## src/design/assert_macros.svh

```systemverilog
// Assertion macros shared by the nearest palette color RTL.
// Included by every module that carries concurrent assertions; no other dependencies.
`ifndef ASSERT_MACROS_SVH
`define ASSERT_MACROS_SVH

`ifndef SYNTHESIS

// A property that must hold at every clock edge outside reset.
`define NPC_ASSERT(lbl, clk, rstn, prop, msg) \
  lbl: assert property (@(posedge clk) disable iff (!rstn) (prop)) else $error(msg);

// An implication whose consequent is checked in the cycle after the antecedent.
`define NPC_ASSERT_NEXT(lbl, clk, rstn, ante, cons, msg) \
  lbl: assert property (@(posedge clk) disable iff (!rstn) (ante) |=> (cons)) else $error(msg);

`else

`define NPC_ASSERT(lbl, clk, rstn, prop, msg)
`define NPC_ASSERT_NEXT(lbl, clk, rstn, ante, cons, msg)

`endif

`endif

```

## src/design/npc_pkg.sv

```systemverilog
// Shared constants and types of the nearest palette color block.
// Used by npc_dist and nearest_palette_color; depends on nothing else.
`default_nettype none

package npc_pkg;

  // Palette geometry.
  localparam int PALETTE_ENTRIES = 256;
  localparam int PAL_AW          = $clog2(PALETTE_ENTRIES);
  localparam int CNT_W           = $clog2(PALETTE_ENTRIES + 1);

  // Color component and packed color widths.
  localparam int COMP_W  = 8;
  localparam int COLOR_W = 3 * COMP_W;

  // Three squared 8-bit differences sum to at most 195075, which fits in 18 bits.
  localparam int DIST_W = 2 * COMP_W + 2;

  // The search starts above every reachable distance, so the first entry always wins.
  localparam logic [DIST_W-1:0] BEST_START = {DIST_W{1'b1}};

  // Request kinds carried on tuser.
  localparam logic KIND_WRITE = 1'b0;
  localparam logic KIND_MAP   = 1'b1;

  // Configuration register map.
  localparam int               APB_AW   = 3;
  localparam logic             REG_MODE = 1'b0;  // paddr[2] of the mode register

  // Tag that travels alongside an entry through the distance unit.
  typedef struct packed {
    logic              vld;
    logic [PAL_AW-1:0] idx;
  } dist_tag_t;

endpackage

`default_nettype wire

```

## src/design/npc_dist.sv

```systemverilog
// Registered squared Euclidean RGB distance unit, shared by every step of a scan.
// Depends on npc_pkg for widths and the tag type.
`default_nettype none

module npc_dist
  import npc_pkg::*;
(
  input  wire logic               clk_i,
  input  wire logic               rst_ni,
  input  wire dist_tag_t          tag_i,
  input  wire logic [COLOR_W-1:0] entry_i,   // red [7:0], green [15:8], blue [23:16]
  input  wire logic [COMP_W-1:0]  red_i,
  input  wire logic [COMP_W-1:0]  green_i,
  input  wire logic [COMP_W-1:0]  blue_i,
  output dist_tag_t               tag_o,
  output logic [DIST_W-1:0]       dist_o
);

  logic [COMP_W-1:0]   e_red, e_green, e_blue;
  logic [COMP_W-1:0]   d_red, d_green, d_blue;
  logic [2*COMP_W-1:0] sq_red, sq_green, sq_blue;
  logic [DIST_W-1:0]   dist_d, dist_q;
  dist_tag_t           tag_q;

  // Unpack the stored entry.
  assign e_red   = entry_i[COMP_W-1:0];
  assign e_green = entry_i[2*COMP_W-1:COMP_W];
  assign e_blue  = entry_i[3*COMP_W-1:2*COMP_W];

  // Absolute component differences, then their squares and sum.
  always_comb begin
    d_red    = (e_red   > red_i)   ? (e_red   - red_i)   : (red_i   - e_red);
    d_green  = (e_green > green_i) ? (e_green - green_i) : (green_i - e_green);
    d_blue   = (e_blue  > blue_i)  ? (e_blue  - blue_i)  : (blue_i  - e_blue);
    sq_red   = d_red   * d_red;
    sq_green = d_green * d_green;
    sq_blue  = d_blue  * d_blue;
    dist_d   = DIST_W'(sq_red) + DIST_W'(sq_green) + DIST_W'(sq_blue);
  end

  // The tag valid bit is control; the distance is payload.
  always_ff @(posedge clk_i or negedge rst_ni) begin
    if (!rst_ni) begin
      tag_q <= '0;
    end else begin
      tag_q <= tag_i;
    end
  end

  always_ff @(posedge clk_i) begin
    dist_q <= dist_d;
  end

  assign tag_o  = tag_q;
  assign dist_o = dist_q;

endmodule

`default_nettype wire

```

## config.mk

```make
export PLATFORM = sky130hd
export DESIGN_NAME = npc_dist
export DESIGN_NICKNAME = d
export VERILOG_FILES = /design/src/design/assert_macros.svh /design/src/design/npc_pkg.sv /design/src/design/npc_dist.sv
export SDC_FILE = /design/constraint.sdc
export NUM_CORES = 1
export LEC_CHECK = 0
export BUFFER_PORTS_ARGS = -buffer_cell sky130_fd_sc_hd__buf_2
export CAP_MARGIN = 15
export CORE_ASPECT_RATIO = 2
export CORE_MARGIN = 2
export CORE_UTILIZATION = 50
export CTS_BUF_LIST = sky130_fd_sc_hd__clkbuf_16
export DETAILED_ROUTE_END_ITERATION = 8
export PLACE_DENSITY = 0.7
export SYNTH_ARGS = -nofsm -noshare
export SYNTH_HDL_FRONTEND = slang
export SYNTH_SLANG_ARGS = --single-unit
```

## constraint.sdc

```tcl
create_clock -name clk_i -period 0.8 [get_ports clk_i]
set_input_delay 0.04 -clock clk_i [delete_from_list [all_inputs] [get_ports clk_i]]
set_output_delay 0.04 -clock clk_i [all_outputs]
set_load 0.01 [all_outputs]
```

; ---- After elaboration in Yosys (flattened, before gate mapping)
; Cells that the tools add are included.
[totals]
ff_bits = 27
latch_bits = 0
ramBits = 0
rom_bits = 0
out_inout_bits = 27
wordCells = 20
mem_count = 0
[classes]
add_sub_neg = 8
multipliers = 3
div = 0
order_cmp = 3
eq_ne = 0
shift = 0
muxes = 3
bitwise = 0
reduce_logical = 0
[op_table]
columns = op, n
row1 = $mul A8 B8 Y16, 3
row2 = $sub A8 B8 Y8, 6
row3 = $gt A8 B8 Y1, 3
row4 = $mux W8, 3
row5 = $add A17 B16 Y18, 1
row6 = $add A16 B16 Y17, 1

; ---- Depth between registers and ports, before layout
[logic_depth]
word_depth = 5
ltp_mapped = 32

; ---- Least setup slack after synthesis
; No wires, ideal clock.
[synth_path]
kind = input-to-reg
start = input entry_i[0]
end = register dist_q[16] (netlist: dist_o[16])
setup_ns = 0.072
arrival_time_ns = 7.501
t_required_ns = 0.728
slack_ns = -6.773
path_stages = 31
n_path_buf = 1
path_cell_list = inv_1 -> ha_1 -> inv_1 -> fa_1 -> a21o_1 -> a21oi_1 -> o21ai_0 -> nand2_1 -> mux2i_1 -> xor2_1 -> clkbuf_1 -> or2_2 -> fa_1 -> inv_1 -> fa_1 -> inv_1 -> fa_1 -> fa_1 -> inv_1 -> fa_1 -> inv_1 -> fa_1 -> fa_1 -> inv_1 -> ha_1 -> nand2_1 -> o21ai_0 -> o41ai_1 -> o21ai_0 -> a221oi_1 -> xnor2_1
[synth_between]
elab_chain_len = 5
[synth_rtl]
columns = item, line_no
row1 = from (decl), npc_dist.sv:11  ; input wire logic [COLOR_W-1:0] entry_i,
row2 = $sub A8 B8 Y8 or $gt A8 B8 Y1 (tied branches), npc_dist.sv:32  ; d_red = (e_red > red_i) ? (e_red - red_i) : (red_i - e_red);
row3 = $mux W8 *, npc_dist.sv:32
row4 = $mul A8 B8 Y16 *, npc_dist.sv:35  ; sq_red = d_red * d_red;
row5 = $add A16 B16 Y17 *, npc_dist.sv:38  ; dist_d = DIST_W'(sq_red) + DIST_W'(sq_green) + DIST_W'(sq_blue);
row6 = $add A17 B16 Y18 *, npc_dist.sv:38
row7 = net dist_d[16], npc_dist.sv:22  ; logic [DIST_W-1:0] dist_d, dist_q;
row8 = to (signal assigned), npc_dist.sv:51  ; dist_q <= dist_d;
row9 = to (decl), npc_dist.sv:22
; Mark *: on every way through the listed nets, which the timed path passes. The rest lies on a longest branch.

; ---- Final worst setup path
[layout_path]
start = input entry_i[0]
end = register dist_q[15] (netlist: dist_o[15])
; The elaborated chain is that of the path after synthesis.

==> results.json <==
{
  "cp_slowest_cell": "fa_1",
  "grt_max_degree": 18,
  "ys_ff_latch": 27,
  "dp_hpwl_um": 17200,
  "finalCritPeriodShare_pct": 867,
  "routed_via_density": 5.02,
  "status": "complete, but fails checks",
  "cp-end-kind": "flip-flop",
  "seq_area_frac_synth_pct": 7.33,
  "synth_edf_count": 0,
  "vias": 7002,
  "relSlewSlack_pct": 70.0,
  "grt_pass1_wl_um": 33500,
  "core_area_um2": 15700,
  "setup_viol": 23,
  "routedWlPerCell_um": 14.9,
  "netlist_instances": 894,
  "synthToLayoutAreaGrowth_pct": 44.4,
  "grtUsageTotal_pct": 24.7,
  "rows": 65,
  "drv_cap": 0,
  "top_layer_used": "met4",
  "drc": 0,
  "antenna_found_initial": 0,
  "dieArea_um2": 17100,
  "crit_path_max_incr_delay_ns": 0.54,
  "path_common_cell": "fa_1",
  "rsz0062_at_grt": "true",
  "io_pins": 86,
  "syn_area_um2": 7990,
  "cts_buffers": 3,
  "grt_pass1_vias": 7894,
  "hp-class": "input port to asynchronous set/reset pin",
  "synth_fp_nets": 1216,
  "report.final.slew_viol_count": 0,
  "gp_congestion": 0.912,
  "layout_common_cells": "225 x inv_1, 190 x buf_4, 130 x fa_1, 104 x ha_1, 79 x buf_2",
  "postPlaceCellArea_um2": 10200,
  "async_flop_share_pct": 33.3,
  "chipHeight_um": 183,
  "port_buffers": 85,
  "ys_warn_count": 0,
  "min_period_ns": 6.94,
  "ctsHtreeMaxLevel": 1,
  "ctsRootBufferMaster": "clkbuf_16",
  "die_w_um": 93.4,
  "final_area_um2": 11500,
  "start_util_pct": 50.9,
  "ant_nets": 0,
  "path_clk_slew_ns": 0.07,
  "ys.flop_type": "dfxtp_1",
  "grt_overflow": 0,
  "worst_setup_path_start_kind": "input port",
  "violations": "negative setup slack",
  "tightest_slew_ns": 0.450,
  "cts_num_sinks": 27,
  "final_nets": 1517,
  "wl_met2_um": 12600,
  "firstDrtPassIters": 5,
  "cts_tree": "done",
  "final_util_pct": 73.5,
  "timing.fmax_mhz": 144,
  "final_hold_viol_count": 0,
  "clk_path_buf_depth": 2,
  "worst_slack_ns": -6.14,
  "post_route_cells_drive_above_1_share_pct": 38.4,
  "n_antenna_cell": 0,
  "synth.avg_cell_area_um2": 8.93,
  "worstPathMaxFanout": 5,
  "wirelength_um": 20800,
  "cp.required_ns": 0.97,
  "layout_commonest_cell": "inv_1",
  "arrival_ns": 7.11,
  "wl_met3_um": 546,
  "drt_iter0_markers": 157,
  "crit_type": "input port to flip-flop",
  "synth_cell_types": 55,
  "wl_met1_um": 6570
}
[layout make-up]
class | count | area [µm²]
timing repair buffer | 314 | 2360
inverter | 248 | 963
sequential | 27 | 588
clock buffer | 3 | 75.1
tap | 201 | 251
multi-input combinational | 601 | 7280
clock inverter | 1 | 8.76
fill | 1130 | 4170
[layer usage]
layer,vias up,global-route usage (%)
met1,3422,22.3
met4,0,13.6
met3,75,1.45
met5,-,0
met2,185,51.3
li1,3320,-
[cells by family (layout without fill, tap and decap cells)]
| family | Yosys count | after routing | synth area share (%) |
|---|---|---|---|
| adders and majority gates | 263 | 263 | 54.3 |
| xor gates and xnor gates | 35 | 35 | 3.84 |
| AOI/OAI and AO/OA | 105 | 105 | 8.60 |
| muxes | 19 | 19 | 2.40 |
| DFF | 27 | 27 | 7.33 |
| buffers and inverters | 266 | 566 | 12.6 |
| and+or+nand+nor | 179 | 179 | 10.9 |
[through the flow]
stage / setup slack, ns / hold WS, ns / instances / setup TNS, ns
after floorplan: -6.03 / -0.256 / 894 / -84.74
after global placement: -6.45 / -0.111 / 1344 / -93.51
after detailed placement: -6.55 / -0.104 / 1344 / -94.92
after CTS: -6.08 / 0.144 / 1381 / -86.77
after global routing: -6.36 / 0.161 / 1395 / -91.37
final: -6.14 / 0.138 / 1395 / -87.81
[final timing paths]
check	from	to	slack (ns)	cells after the start
setup / recovery	entry_i[0]	dist_o[15]	-6.14	32
hold / removal	rst_ni	tag_o[4]	0.14	2
max in group asynchronous	rst_ni	tag_o[6]	0.49	2
min in group clk_i	green_i[0]	dist_o[0]	0.36	5
[registers in the layout, indices dropped and copies added, names as in the netlist]
| signal | count |
|---|---|
| dist_o | 18 |
| tag_o | 9 |
[worst max-delay path, delay by kind of cell]
family | cells | cell delay, ns
buffers and inverters | 8 | 0.65
xor gates and xnor gates | 2 | 0.26
AOI/OAI and AO/OA | 7 | 1.05
adders and majority gates | 10 | 4.17
and+or+nand+nor | 4 | 0.65
muxes | 1 | 0.27
[synth_stat cells, drive strengths merged (4+ instances only)]
library cell | count | area, µm²
or2 | 16 | 100
and3 | 5 | 31.3
xor2 | 14 | 123
nand2 | 20 | 80.1
a211oi | 4 | 42.5
a21o | 13 | 97.6
o21bai | 5 | 37.5
xnor2 | 21 | 184
nor2 | 81 | 304
a31oi | 5 | 31.3
clkbuf | 11 | 41.3
mux2i | 18 | 180
nor3 | 4 | 20.0
nand3 | 9 | 50.1
nor2b | 10 | 62.6
fa | 139 | 2780
a21oi | 43 | 219
buf | 7 | 35.0
dfxtp | 18 | 360
dfrtp | 9 | 225
nand2b | 19 | 119
ha | 124 | 1550
inv | 248 | 931
o21ai | 17 | 85.1
[repair_timing]
item	in CTS	in global routing
hold endpoints to repair	18	0
buffers inserted	28	15
gates resized for setup	92	63
hold buffers	10	0
pin swaps	82	33
gates cloned	0	0
endpoints found under the setup margin	29	26
Power is left out: the tool's default activity adds up to more than one toggle a clock period on the data nets, which glitch-free logic cannot reach.
